`src/design/orpm_pkg.sv`:
```
// Types, character codes and helper functions for the engine speed reply parser.
// No dependencies; imported by every module of the block.
`timescale 1ns / 1ps

package orpm_pkg;

	localparam int RpmW    = 14;
	localparam int CoolW   = 24;
	localparam int TimeW   = 32;
	localparam int CfgIdxW = 3;
	localparam int CfgDatW = 24;

	localparam logic [7:0] ChGt    = 8'h3E;
	localparam logic [7:0] ChCr    = 8'h0D;
	localparam logic [7:0] ChLf    = 8'h0A;
	localparam logic [7:0] ChSpace = 8'h20;
	localparam logic [7:0] ChFour  = 8'h34;
	localparam logic [7:0] ChOne   = 8'h31;
	localparam logic [7:0] ChZero  = 8'h30;
	localparam logic [7:0] ChNine  = 8'h39;
	localparam logic [7:0] ChUpA   = 8'h41;
	localparam logic [7:0] ChUpC   = 8'h43;
	localparam logic [7:0] ChUpF   = 8'h46;
	localparam logic [7:0] ChLoA   = 8'h61;
	localparam logic [7:0] ChLoZ   = 8'h7A;
	localparam logic [7:0] CaseOfs = 8'h20;

	localparam logic [2:0] MatchFull = 3'd4;
	localparam logic [2:0] CapFull   = 3'd4;

	typedef enum logic {
		KIND_RPM  = 1'b0,
		KIND_DISC = 1'b1
	} kind_e;

	typedef enum logic [CfgIdxW-1:0] {
		REG_THRESHOLD  = 3'd0,
		REG_COOLDOWN   = 3'd1,
		REG_LOGO_IGN   = 3'd2,
		REG_LOGO_ENG   = 3'd3,
		REG_LOGO_OFF   = 3'd4
	} cfg_reg_e;

	typedef struct packed {
		kind_e             kind;
		logic [RpmW-1:0]   rpm;
		logic [TimeW-1:0]  now;
	} op_t;

	typedef struct packed {
		logic [RpmW-1:0]   threshold;
		logic [CoolW-1:0]  cooldown;
		logic              logo_ign;
		logic              logo_eng;
		logic              logo_off;
	} cfg_t;

	typedef struct packed {
		logic push;
		logic full;
	} q_in_t;

	typedef struct packed {
		logic pop;
		logic empty;
	} q_out_t;

	function automatic logic [7:0] pattern_char(input logic [1:0] idx);
		logic [7:0] ch;
		unique case (idx)
			2'd0: ch = ChFour;
			2'd1: ch = ChOne;
			2'd2: ch = ChZero;
			2'd3: ch = ChUpC;
			default: ch = ChFour;
		endcase
		return ch;
	endfunction

	// {bad, digit}
	function automatic logic [4:0] hex_value(input logic [7:0] ch);
		logic [7:0] t;
		t = 8'd0;
		if (ch >= ChZero && ch <= ChNine) begin
			t = ch - ChZero;
			return {1'b0, t[3:0]};
		end
		if (ch >= ChUpA && ch <= ChUpF) begin
			t = ch - ChUpA + 8'd10;
			return {1'b0, t[3:0]};
		end
		return 5'b10000;
	endfunction

endpackage

```
`src/design/obd_rpm_response_parser.sv`:
```
// Engine speed reply parser: an input beat goes through front classify, the queue
// and the back update into the output register.
// Throughput one input beat per cycle while the two-entry queue is not full; output stalls back up into it.
// Reset clears line state, flags, peak, logo state and the queue; configuration
// registers return to their defaults. No clearing pass.
`timescale 1ns / 1ps

module obd_rpm_response_parser import orpm_pkg::*; (
	input  logic        clk,
	input  logic        arst_n,
	input  logic        in_valid,
	output logic        in_ready,
	input  logic        command,
	input  logic [7:0]  byte_value,
	input  logic [31:0] now_ms,
	output logic        out_valid,
	input  logic        out_ready,
	output logic        result_kind,
	output logic [13:0] rpm,
	output logic [13:0] max_rpm,
	output logic        ignition_on,
	output logic        engine_running,
	output logic        start_logo,
	output logic        leaving_logo,
	input  logic        cfg_valid,
	output logic        cfg_ready,
	input  logic [2:0]  cfg_index,
	input  logic [23:0] cfg_data
);

	cfg_t   cfg_q;
	q_in_t  wr_ctl;
	op_t    wr_op;
	q_out_t rd_ctl;
	op_t    rd_op;
	logic   q_full;
	logic   q_pop;

	assign cfg_ready = 1'b1;

	always_ff @(posedge clk or negedge arst_n) begin
		if (!arst_n) begin
			cfg_q.threshold <= 14'd300;
			cfg_q.cooldown  <= 24'd10000;
			cfg_q.logo_ign  <= 1'b1;
			cfg_q.logo_eng  <= 1'b1;
			cfg_q.logo_off  <= 1'b1;
		end else if (cfg_valid && cfg_ready) begin
			unique case (cfg_index)
				REG_THRESHOLD: cfg_q.threshold <= cfg_data[RpmW-1:0];
				REG_COOLDOWN:  cfg_q.cooldown  <= cfg_data;
				REG_LOGO_IGN:  cfg_q.logo_ign  <= cfg_data[0];
				REG_LOGO_ENG:  cfg_q.logo_eng  <= cfg_data[0];
				REG_LOGO_OFF:  cfg_q.logo_off  <= cfg_data[0];
				default:       cfg_q           <= cfg_q;
			endcase
		end
	end

	orpm_front u_front (
		.clk        (clk),
		.arst_n     (arst_n),
		.in_valid   (in_valid),
		.in_ready   (in_ready),
		.command    (command),
		.byte_value (byte_value),
		.now_ms     (now_ms),
		.q_full     (q_full),
		.q_ctl      (wr_ctl),
		.q_op       (wr_op)
	);

	orpm_queue u_queue (
		.clk    (clk),
		.arst_n (arst_n),
		.wr_ctl (wr_ctl),
		.wr_op  (wr_op),
		.rd_pop (q_pop),
		.rd_ctl (rd_ctl),
		.rd_op  (rd_op),
		.full   (q_full)
	);

	orpm_back u_back (
		.clk            (clk),
		.arst_n         (arst_n),
		.cfg            (cfg_q),
		.q_ctl          (rd_ctl),
		.q_op           (rd_op),
		.q_pop          (q_pop),
		.out_valid      (out_valid),
		.out_ready      (out_ready),
		.result_kind    (result_kind),
		.rpm            (rpm),
		.max_rpm        (max_rpm),
		.ignition_on    (ignition_on),
		.engine_running (engine_running),
		.start_logo     (start_logo),
		.leaving_logo   (leaving_logo)
	);

endmodule

```
`src/design/orpm_front.sv`:
```
// Front part: line assembly, "410C" match and four-digit capture.
// Depends on orpm_pkg; emits one op per finished reading or disconnect.
`timescale 1ns / 1ps

module orpm_front import orpm_pkg::*; (
	input  logic        clk,
	input  logic        arst_n,
	input  logic        in_valid,
	output logic        in_ready,
	input  logic        command,
	input  logic [7:0]  byte_value,
	input  logic [31:0] now_ms,
	input  logic        q_full,
	output q_in_t       q_ctl,
	output op_t         q_op
);

	logic [2:0]  match_q;
	logic [2:0]  count_q;
	logic [15:0] value_q;
	logic        bad_q;
	logic        text_q;

	logic        accept;
	logic        term;
	logic [7:0]  cu;
	logic [4:0]  hx;
	logic        line_ok;

	assign in_ready = !q_full;
	assign accept   = in_valid && in_ready;
	assign term     = (byte_value == ChGt) || (byte_value == ChCr) || (byte_value == ChLf);
	assign cu       = (byte_value >= ChLoA && byte_value <= ChLoZ) ?
		byte_value - CaseOfs : byte_value;
	assign hx       = hex_value(cu);
	assign line_ok  = text_q && (match_q == MatchFull) && (count_q == CapFull) && !bad_q;

	always_comb begin
		q_ctl.full = q_full;
		q_ctl.push = accept && (command || (term && line_ok));
		q_op.kind  = command ? KIND_DISC : KIND_RPM;
		q_op.rpm   = command ? '0 : value_q[15:2];
		q_op.now   = now_ms;
	end

	always_ff @(posedge clk or negedge arst_n) begin
		if (!arst_n) begin
			match_q <= '0;
			count_q <= '0;
			value_q <= '0;
			bad_q   <= 1'b0;
			text_q  <= 1'b0;
		end else if (accept && !command) begin
			if (term) begin
				match_q <= '0;
				count_q <= '0;
				value_q <= '0;
				bad_q   <= 1'b0;
				text_q  <= 1'b0;
			end else begin
				text_q <= 1'b1;
				if (byte_value != ChSpace) begin
					if (match_q < MatchFull) begin
						if (cu == pattern_char(match_q[1:0]))
							match_q <= match_q + 3'd1;
						else
							match_q <= (cu == ChFour) ? 3'd1 : 3'd0;
					end else if (count_q < CapFull) begin
						if (hx[4])
							bad_q <= 1'b1;
						else
							value_q <= {value_q[11:0], hx[3:0]};
						count_q <= count_q + 3'd1;
					end
				end
			end
		end
	end

endmodule

```
`src/design/orpm_queue.sv`:
```
// Two-entry op queue between the front and back parts.
// Depends on orpm_pkg for the op type and queue control structs.
`timescale 1ns / 1ps

module orpm_queue import orpm_pkg::*; (
	input  logic   clk,
	input  logic   arst_n,
	input  q_in_t  wr_ctl,
	input  op_t    wr_op,
	input  logic   rd_pop,
	output q_out_t rd_ctl,
	output op_t    rd_op,
	output logic   full
);

	op_t        slot_q [2];
	logic       wr_ptr_q;
	logic       rd_ptr_q;
	logic [1:0] fill_q;

	assign full         = (fill_q == 2'd2);
	assign rd_ctl.empty = (fill_q == 2'd0);
	assign rd_ctl.pop   = rd_pop && !rd_ctl.empty;
	assign rd_op        = slot_q[rd_ptr_q];

	always_ff @(posedge clk) begin
		if (wr_ctl.push)
			slot_q[wr_ptr_q] <= wr_op;
	end

	always_ff @(posedge clk or negedge arst_n) begin
		if (!arst_n) begin
			wr_ptr_q <= 1'b0;
			rd_ptr_q <= 1'b0;
			fill_q   <= 2'd0;
		end else begin
			if (wr_ctl.push)
				wr_ptr_q <= !wr_ptr_q;
			if (rd_ctl.pop)
				rd_ptr_q <= !rd_ptr_q;
			case ({wr_ctl.push, rd_ctl.pop})
				2'b10:   fill_q <= fill_q + 2'd1;
				2'b01:   fill_q <= fill_q - 2'd1;
				default: fill_q <= fill_q;
			endcase
		end
	end

endmodule

```
`src/design/orpm_back.sv`:
```
// Back part: peak, ignition and engine flags, logo triggers, output register.
// Depends on orpm_pkg; pops one op per cycle while the output can advance.
`timescale 1ns / 1ps

module orpm_back import orpm_pkg::*; (
	input  logic        clk,
	input  logic        arst_n,
	input  cfg_t        cfg,
	input  q_out_t      q_ctl,
	input  op_t         q_op,
	output logic        q_pop,
	output logic        out_valid,
	input  logic        out_ready,
	output logic        result_kind,
	output logic [13:0] rpm,
	output logic [13:0] max_rpm,
	output logic        ignition_on,
	output logic        engine_running,
	output logic        start_logo,
	output logic        leaving_logo
);

	logic [RpmW-1:0]  peak_q;
	logic             ign_q;
	logic             eng_q;
	logic             start_done_q;
	logic             leave_done_q;
	logic [TimeW-1:0] last_q;

	logic             valid_q;
	kind_e            kind_q;
	logic [RpmW-1:0]  rpm_q;
	logic [RpmW-1:0]  max_q;
	logic             ign_out_q;
	logic             eng_out_q;
	logic             start_out_q;
	logic             leave_out_q;

	logic             take;
	logic [RpmW-1:0]  peak_nx;
	logic             eng_nx;
	logic             edge_hit;
	logic [TimeW-1:0] elapsed;
	logic             fire;
	logic             leave;

	assign q_pop   = !valid_q || out_ready;
	assign take    = q_ctl.pop;
	assign peak_nx = (q_op.rpm > peak_q) ? q_op.rpm : peak_q;
	assign eng_nx  = (q_op.rpm > cfg.threshold);
	assign edge_hit = (!ign_q && cfg.logo_ign) || (!eng_q && eng_nx && cfg.logo_eng);
	assign elapsed = q_op.now - last_q;
	assign fire    = !start_done_q && edge_hit && (elapsed > {8'd0, cfg.cooldown});
	assign leave   = ign_q && cfg.logo_off && !leave_done_q;

	always_ff @(posedge clk or negedge arst_n) begin
		if (!arst_n) begin
			peak_q       <= '0;
			ign_q        <= 1'b0;
			eng_q        <= 1'b0;
			start_done_q <= 1'b0;
			leave_done_q <= 1'b0;
			last_q       <= '0;
			valid_q      <= 1'b0;
		end else begin
			if (take) begin
				valid_q <= 1'b1;
				if (q_op.kind == KIND_DISC) begin
					ign_q        <= 1'b0;
					eng_q        <= 1'b0;
					start_done_q <= 1'b0;
					if (leave)
						leave_done_q <= 1'b1;
				end else begin
					peak_q <= peak_nx;
					ign_q  <= 1'b1;
					eng_q  <= eng_nx;
					if (fire) begin
						start_done_q <= 1'b1;
						leave_done_q <= 1'b0;
						last_q       <= q_op.now;
					end
				end
			end else if (out_ready) begin
				valid_q <= 1'b0;
			end
		end
	end

	always_ff @(posedge clk) begin
		if (take) begin
			kind_q <= q_op.kind;
			if (q_op.kind == KIND_DISC) begin
				rpm_q       <= '0;
				max_q       <= peak_q;
				ign_out_q   <= 1'b0;
				eng_out_q   <= 1'b0;
				start_out_q <= 1'b0;
				leave_out_q <= leave;
			end else begin
				rpm_q       <= q_op.rpm;
				max_q       <= peak_nx;
				ign_out_q   <= 1'b1;
				eng_out_q   <= eng_nx;
				start_out_q <= fire;
				leave_out_q <= 1'b0;
			end
		end
	end

	assign out_valid      = valid_q;
	assign result_kind    = kind_q;
	assign rpm            = rpm_q;
	assign max_rpm        = max_q;
	assign ignition_on    = ign_out_q;
	assign engine_running = eng_out_q;
	assign start_logo     = start_out_q;
	assign leaving_logo   = leave_out_q;

endmodule

```
`config.mk`:
```
export PLATFORM = sky130hd
export DESIGN_NAME = obd_rpm_response_parser
export DESIGN_NICKNAME = d
export VERILOG_FILES = /design/src/design/orpm_pkg.sv /design/src/design/obd_rpm_response_parser.sv /design/src/design/orpm_front.sv /design/src/design/orpm_queue.sv /design/src/design/orpm_back.sv
export SDC_FILE = /design/constraint.sdc
export NUM_CORES = 1
export LEC_CHECK = 0
export ABC_CLOCK_PERIOD_IN_PS = 7700
export BUFFER_PORTS_ARGS = -buffer_cell sky130_fd_sc_hd__buf_4
export CORE_UTILIZATION = 51
export CTS_CLUSTER_DIAMETER = 150
export CTS_CLUSTER_SIZE = 10
export DETAILED_ROUTE_END_ITERATION = 10
export PLACE_DENSITY = 0.7
export SLEW_MARGIN = 20
export SYNTH_ARGS = -nofsm -noshare
export SYNTH_HDL_FRONTEND = slang
export SYNTH_SLANG_ARGS = --single-unit
```
`constraint.sdc`:
```
create_clock -name clk -period 7.7 [get_ports clk]
set_clock_uncertainty 0.05 [all_clocks]
set_input_delay 0.385 -clock clk [delete_from_list [all_inputs] [get_ports clk]]
set_output_delay 0.385 -clock clk [all_outputs]
set_load 0.05 [all_outputs]
```
==> run_results.csv, run 1 <==
group,metric,value,unit
critical_path,crit_type,"flop to flop",
detailed_routing,drt_drc_violations_left,0,
yosys,synth_commonest_cells,"edfxtp_1, inv_1, dfrtp_1",
yosys,async_flop_share,0.4858,
power,p_sw_frac,0.4173,
floorplanning,core.rowCount,58,
cts,cts_tree,"yes",
finish,multi_input_area,5710,sq um
power,p_seq_frac,0.289,
finish,fillers,2082,
yosys,synthFlopType,"edfxtp_1",
floorplanning,die_area,26370,sq um
sta,max_slew_margin,0.4597,
global_route,grt_max_degree,78,
power,p_clk_frac,0.174,
cts,cts_buffers,28,
yosys,synth_fp_nets,1336,
critical_path,worstPathArrival,6710,ps
sta,drv_slew,0,
floorplanning,chipWidth,162.4,um
floorplanning,coreArea,25180,sq um
sta,fmax,157.5,MHz
sta,tns,0,ps
floorplanning,io_pins,109,
yosys,yosysTopAreaCell,"edfxtp_1",
sta,min_period,6349,ps
yosys,ys_ff_latch,247,
yosys,ys_warn_count,0,
yosys,synth_area_per_cell,11.27,sq um
power,p_switching,0.002857,W
finish,final_nets,1499,
outcome,status,"finished clean",
yosys,synth_cell_types,68,
detailed_routing,dr.pass1.iters,7,
cts,cts_root_buffer,"clkbuf_16",
cts,cts_sinks,247,
cts,clockBufferDepth,3,
sta,hold_viol,0,
detailed_routing,drtAntennaViolNets,0,
global_route,grt-ovfl-total,0,
finish,area_growth,19.11,%
cts,cts_resized,0,
place,port_buffers,107,
yosys,synth_most_common_cell,"edfxtp_1",
cts,hold_buffers,51,
cts,clk-insertion-delay-late,540,ps
detailed_routing,via_per_inst,5.403,
place,place_area,14280,sq um
critical_path,cp_max_fo,33,
floorplanning,start_util,0.5209,
power,ir_worst_vdd,0.2811,mV
place,gp_congestion,0.8533,
sta,worst_slack,1351,ps
finish,n_antenna_cell,0,
detailed_routing,wl_per_cell,17.00,um
critical_path,slowest_delay,890,ps
finish,finalCoreUtilization,0.6204,
global_route,grt_pass1_wl,45850,um
power,p_leak,6.640,nW
critical_path,worstPathRequired,8070,ps
critical_path,path_cells,"buf_4 > mux2_2 > ha_1 > a21oi_1 > o21ai_0 > a21oi_1 > and2_1 > nor2_1 > nor2_1 > o21ai_0 > xor2_1 > ha_1 > nand2_1 > nor3_1 > mux2_2 > o22ai_1 > nor4b_4 > a21oi_4 > buf_4 > mux2_4",
yosys,synth_top_area_frac,0.2907,
global_route,grt_usage,0.2194,
sta,worstMarginPinSlew,810.4,ps
finish,drive_above_1_share,0.2009,
finish,seqCellArea,6833,sq um
critical_path,r2r-start,"u_queue.rd_ptr_q",
place,hpwl,20480,um
yosys,synth_edf_count,127,
critical_path,cp-end-kind,"flop",
cts,clk_pin_slew,60,ps
power,intPower,0.003990,W
critical_path,r2r.worst_path.cells,20,
critical_path,cpLargestDelayFamily,"compound AO/OA/AOI/OAI gates",
detailed_routing,drtIter0Drc,652,
power,powerDensity,438.2,nW/um^2
global_route,antenna_found_initial,0,
yosys,seq_area_frac_synth,0.5208,
sta,setup_viol,0,
detailed_routing,wirelength,28550,um
worst_hold_path,min_path_type,"input port to flop",
critical_path,critPathBufInv,2,
cts,cts_setup_buffers,0,
place,place_ws,1409,ps
critical_path,rr_endpoint,"u_back.last_q[27]",
worst_hold_path,holdPathEnd,"cfg_q[16]",
critical_path,critPathSlowestCell,"dfrtp_2",
finish,fin_area,15620,sq um
yosys,syn-cell-area,13120,sq um
critical_path,cp-startpoint,"u_queue.rd_ptr_q",
sta,rsz0062_at_grt,"false",
yosys,netlist_instances,1164,
floorplanning,fp.dieH,162.4,um
worst_hold_path,hold_depth,3,
flow_run,drv_cap,0,
critical_path,ff2ff_setup_slack,1350,ps
sta,min_period_over_period,0.8245,
detailed_routing,route.vias.total,9071,
critical_path,worst_setup_path_start_kind,"flop",
power,comb_power_share,0.537,
yosys,synthTopCellsByArea,"edfxtp_1, dfrtp_1, ha_1",
cts,cts_max_level,1,
worst_hold_path,hp-start,"cfg_data[13]",
global_route,grt_pass1_vias,8893,
-- cells in the final DEF (no fill, tap or decap), types with 60 or more instances in the layout --
cell / n
dfrtp_1: 107
edfxtp_1: 127
a21oi_1: 60
inv_1: 117
nor2_1: 68
o21ai_0: 85
buf_4: 117
mux2_2: 66
ha_1: 98
nand2_1: 84
-- layer usage --
metal | vias up | GRT usage | part of all wire
met5 | - | 0 | 0
met4 | 0 | 0.05532 | 0.017
met3 | 35 | 0.02827 | 0.050
met2 | 224 | 0.3355 | 0.44
met1 | 4343 | 0.3296 | 0.49
li1 | 4469 | - | -
-- cell families after synthesis --
kind of cell / after synthesis / synth area share
other: 1 / 0.0002859
multiplexers: 104 / 0.09596
XOR/XNOR: 38 / 0.02537
AO/OA/AOI/OAI: 243 / 0.1142
buffers and inverters: 154 / 0.04636
flip-flops: 247 / 0.5208
adder cells (fa/ha/maj): 99 / 0.09500
AND/OR/NAND/NOR: 278 / 0.1021
-- power groups by stage --
| stage | registers (W) | clock network, W | logic [W] |
|---|---|---|---|
| after floorplan | 0.00223 | 0 | 0.00244 |
| after global placement | 0.00199 | 0 | 0.00352 |
| after detailed placement | 0.00200 | 0 | 0.00362 |
| after CTS | 0.00198 | 0.00122 | 0.00366 |
| after global routing | 0.00202 | 0.00127 | 0.00404 |
| final | 0.00198 | 0.00119 | 0.00368 |
-- sequential cells by signal, indices dropped and copies added, names as in the netlist, 2 cells and up --
signal / count
u_queue.slot_q: 94
cfg_q: 41
u_back.last_q: 32
u_front.value_q: 16
u_back.max_rpm: 14
u_back.peak_q: 14
u_back.rpm: 14
u_front.count_q: 3
u_front.match_q: 3
u_queue.fill_q: 2
-- tightest hold or removal path, cell delays in order --
cell and delay [ps]:
buf_4 90, nand2_1 40, o21ai_0 60
-- area by class of cell --
| cell class | instances | area share |
|---|---|---|
| Clock buffer | 51 | 0.05173 |
| Clock inverter | 1 | 0.0003203 |
| Inverter | 117 | 0.02811 |
| Multi-Input combinational cell | 763 | 0.3655 |
| Sequential cell | 247 | 0.4373 |
| Tap cell | 330 | 0.02643 |
| Timing Repair Buffer | 170 | 0.09057 |
-- stage by stage --
step | hold WS, ps | total power, W | instances
6_report | 24.10 | 0.006847 | 1679
5_1_grt | 20.53 | 0.007335 | 1679
4_1_cts | 0.9987 | 0.006855 | 1678
3_5_place_dp | 382.6 | 0.005617 | 1575
3_3_place_gp | 381.1 | 0.005510 | 1575
2_1_floorplan | 39.41 | 0.004666 | 1164
-- worst max path at each step --
stage	endpoint	slack [ps]	cells past startpoint
floorplan	u_back.last_q[11]	2420	23
global placement	u_back.last_q[14]	1560	20
detailed placement	u_back.last_q[27]	1410	20
CTS	u_back.last_q[27]	1390	20
global route	u_back.last_q[23]	940	18
finish	u_back.last_q[27]	1350	20
No activity file was read; power rests on OpenSTA's default activity.
==> run 2: changes to the inputs <==
--- a/config.mk
+++ b/config.mk
@@ -5,13 +5,13 @@
 export SDC_FILE = /design/constraint.sdc
 export NUM_CORES = 1
 export LEC_CHECK = 0
-export ABC_CLOCK_PERIOD_IN_PS = 7700
+export ABC_CLOCK_PERIOD_IN_PS = 5200
 export BUFFER_PORTS_ARGS = -buffer_cell sky130_fd_sc_hd__buf_4
 export CORE_UTILIZATION = 51
 export CTS_CLUSTER_DIAMETER = 150
 export CTS_CLUSTER_SIZE = 10
 export DETAILED_ROUTE_END_ITERATION = 10
-export PLACE_DENSITY = 0.7
+export PLACE_DENSITY = 0.72
 export SLEW_MARGIN = 20
 export SYNTH_ARGS = -nofsm -noshare
 export SYNTH_HDL_FRONTEND = slang
==> constraint.sdc (replaced) <==
create_clock -name clk -period 5.2 [get_ports clk]
set_clock_uncertainty 0.05 [all_clocks]
set_input_delay 0.26 -clock clk [delete_from_list [all_inputs] [get_ports clk]]
set_output_delay 0.26 -clock clk [all_outputs]
set_load 0.05 [all_outputs]
==> run 2 against run 1 <==
Worst setup slack got worse by 1200 ps. Sequential power up 46%. Critical path depth is 2 higher. Largest power group unchanged. Highest routed layer unchanged. Non-clock buffer count grew 41. Routed wire length grew 3.8%. Sequential share of layout area fell by 1.8 points. Cell area increased by 4.2%. Flip-flop and latch count is the same. Core utilization rose by 2.6 points. Power is 58% higher. Combinational power rose by 68%. Register-to-register slack worse by 1200 ps.
==> run_results.csv, run 2 (synthesis gave the netlist of run 1 again) <==
group,metric,value,unit
cts,cts_max_level,1,
finish,fillers,1985,
outcome,status,"finished clean",
finish,final_common_cell,"buf_4",
detailed_routing,via_per_inst,5.451,
detailed_routing,wl_per_cell,17.24,um
finish,seqCellArea,6833,sq um
detailed_routing,dr.pass1.iters,5,
global_route,grt_pass1_wl,46680,um
power,comb_power_share,0.571,
place,port_buffers,107,
critical_path,r2r.worst_path.cells,22,
sta,rsz0062_at_grt,"true",
cts,clk_pin_slew,60,ps
critical_path,worst_setup_path_start_kind,"flop",
floorplanning,coreArea,25180,sq um
global_route,grt-ovfl-total,0,
detailed_routing,wirelength,29640,um
floorplanning,fp.dieH,162.4,um
sta,drv_slew,0,
finish,layout_common_cells,"buf_4, edfxtp_1, inv_1",
detailed_routing,route.vias.total,9370,
finish,final_nets,1540,
cts,cts_buffers,28,
place,hpwl,20370,um
sta,worstMarginPinSlew,1030,ps
place,place_ws,-43.13,ps
finish,fin_cells,1719,
global_route,antenna_found_initial,0,
critical_path,cp_max_fo,9,
sta,worst_slack,192.3,ps
global_route,grt_usage,0.2224,
worst_hold_path,hp-start,"byte_value[3]",
floorplanning,die_area,26370,sq um
finish,fin_area,16280,sq um
floorplanning,core.rowCount,58,
finish,drive_above_1_share,0.2534,
cts,clk-insertion-delay-late,550,ps
sta,max_slew_margin,0.3133,
worst_hold_path,hold_depth,3,
sta,holdWs,55.76,ps
finish,n_antenna_cell,0,
power,p_sw_frac,0.4136,
finish,multi_input_area,5995,sq um
global_route,grt_pass1_vias,9148,
worst_hold_path,min_path_type,"input port to flop",
finish,largest_registers,"u_queue.slot_q x94, cfg_q x41, u_back.last_q x32",
critical_path,ff2ff_setup_slack,190,ps
critical_path,path_cells,"buf_12 > mux2_2 > ha_1 > buf_4 > a21oi_1 > o21ai_1 > a21oi_1 > o41ai_4 > nand2_1 > nand2_1 > xor2_1 > ha_1 > a21o_1 > a21o_1 > a221oi_2 > o31ai_1 > nor3_1 > o22ai_2 > nor4b_4 > a21oi_4 > buf_4 > mux2_4",
critical_path,cp-end-kind,"flop",
critical_path,critPathBufInv,3,
finish,area_growth,24.11,%
floorplanning,start_util,0.5209,
sta,fmax,199.7,MHz
finish,largest-register,"u_queue.slot_q",
critical_path,slowest_delay,410,ps
power,intPower,0.006342,W
cts,cts_sinks,247,
power,p_leak,6.884,nW
place,gp_congestion,0.8699,
critical_path,worstPathArrival,5400,ps
cts,clockBufferDepth,3,
worst_hold_path,holdPathEnd,"u_front.value_q[3]",
floorplanning,chipWidth,162.4,um
sta,min_period_over_period,0.9630,
power,p_clk_frac,0.162,
place,place_area,14470,sq um
finish,largest_register_ffs,94,
critical_path,rr_endpoint,"u_back.last_q[18]",
cts,cts_root_buffer,"clkbuf_16",
critical_path,r2r-start,"u_queue.rd_ptr_q",
sta,setup_viol,0,
detailed_routing,drtIter0Drc,695,
power,p_seq_frac,0.267,
global_route,grt_max_degree,77,
critical_path,critPathSlowestCell,"dfrtp_2",
power,ir_worst_vdd,0.4509,mV
sta,hold_viol,0,
critical_path,crit_type,"flop to flop",
power,powerDensity,664.3,nW/um^2
place,placed_cells,1595,
floorplanning,io_pins,109,
cts,cts_tree,"yes",
detailed_routing,drt_drc_violations_left,0,
power,p_switching,0.004473,W
critical_path,worstPathRequired,5590,ps
sta,min_period,5008,ps
critical_path,cpLargestDelayFamily,"compound AO/OA/AOI/OAI gates",
flow_run,drv_cap,0,
detailed_routing,drtAntennaViolNets,0,
run 2: cell types whose count changed in the layout (fill, tap and decap cells not counted), sizes merged:
cell and change:
dlygate4sd3 +7, clkinv +1, buf +33, clkbuf -1
run 2: tightest hold or removal path: cells and delay by family:
| kind | cells | cell delay, ps |
|---|---|---|
| compound gates | 1 | 60 |
| buf+inv | 1 | 150 |
| xor+xnor | 1 | 120 |
run 2: worst max-delay path by stage:
stage	startpoint	end	slack, ps	depth (start not counted)
after floorplan	u_queue.rd_ptr_q	u_back.last_q[11]	40	23
after global placement	u_queue.rd_ptr_q	u_back.last_q[10]	-40	20
after detailed placement	u_queue.rd_ptr_q	u_back.last_q[5]	-40	22
after CTS	u_queue.rd_ptr_q	u_back.last_q[3]	6	22
after global routing	u_queue.rd_ptr_q	u_back.last_q[18]	-30	22
final	u_queue.rd_ptr_q	u_back.last_q[18]	190	22
run 2: repair_timing:
item	4_1_cts	5_1_grt
pin swaps	0	9
endpoints found under the hold margin	179	0
hold buffers	58	0
setup endpoints to repair	30	35
buffers inserted	0	14
gates resized for setup	3	64
cloned	0	1
run 2: area by class of cell:
| type | instances | share of cell area |
|---|---|---|
| multi-input combinational | 763 | 0.3682 |
| sequential | 247 | 0.4197 |
| tap | 330 | 0.02536 |
| clock inverter | 2 | 0.001306 |
| clock buffer | 49 | 0.04788 |
| inverter | 117 | 0.02698 |
| timing repair buffer | 211 | 0.1106 |
run 2: stage by stage:
stage	power, W	utilization	setup TNS (ps)
6_report	0.01082	0.6465	0
5_1_grt	0.01156	0.6465	-330.1
4_1_cts	0.01027	0.6299	0
3_5_place_dp	0.008433	0.5745	-945.5
3_3_place_gp	0.008318	0.5745	-117.8
2_1_floorplan	0.006911	-	0
run 2: routing by layer:
layer / vias to the layer above / wire length (um) / GRT usage
met4: 0 / 528 / 0.05489
met5: - / 0 / 0
met1: 4518 / 14410 / 0.3320
met2: 257 / 13260 / 0.3429
met3: 40 / 1442 / 0.02928
li1: 4555 / - / -
run 2: power by group through the flow:
stage	Clock, W	Sequential, W	Combinational [W]
finish	0.00175	0.00289	0.00617
global route	0.00187	0.00294	0.00675
CTS	0.00178	0.00289	0.00560
detailed placement	0	0.00291	0.00552
global placement	0	0.00290	0.00542
floorplan	0	0.00330	0.00361
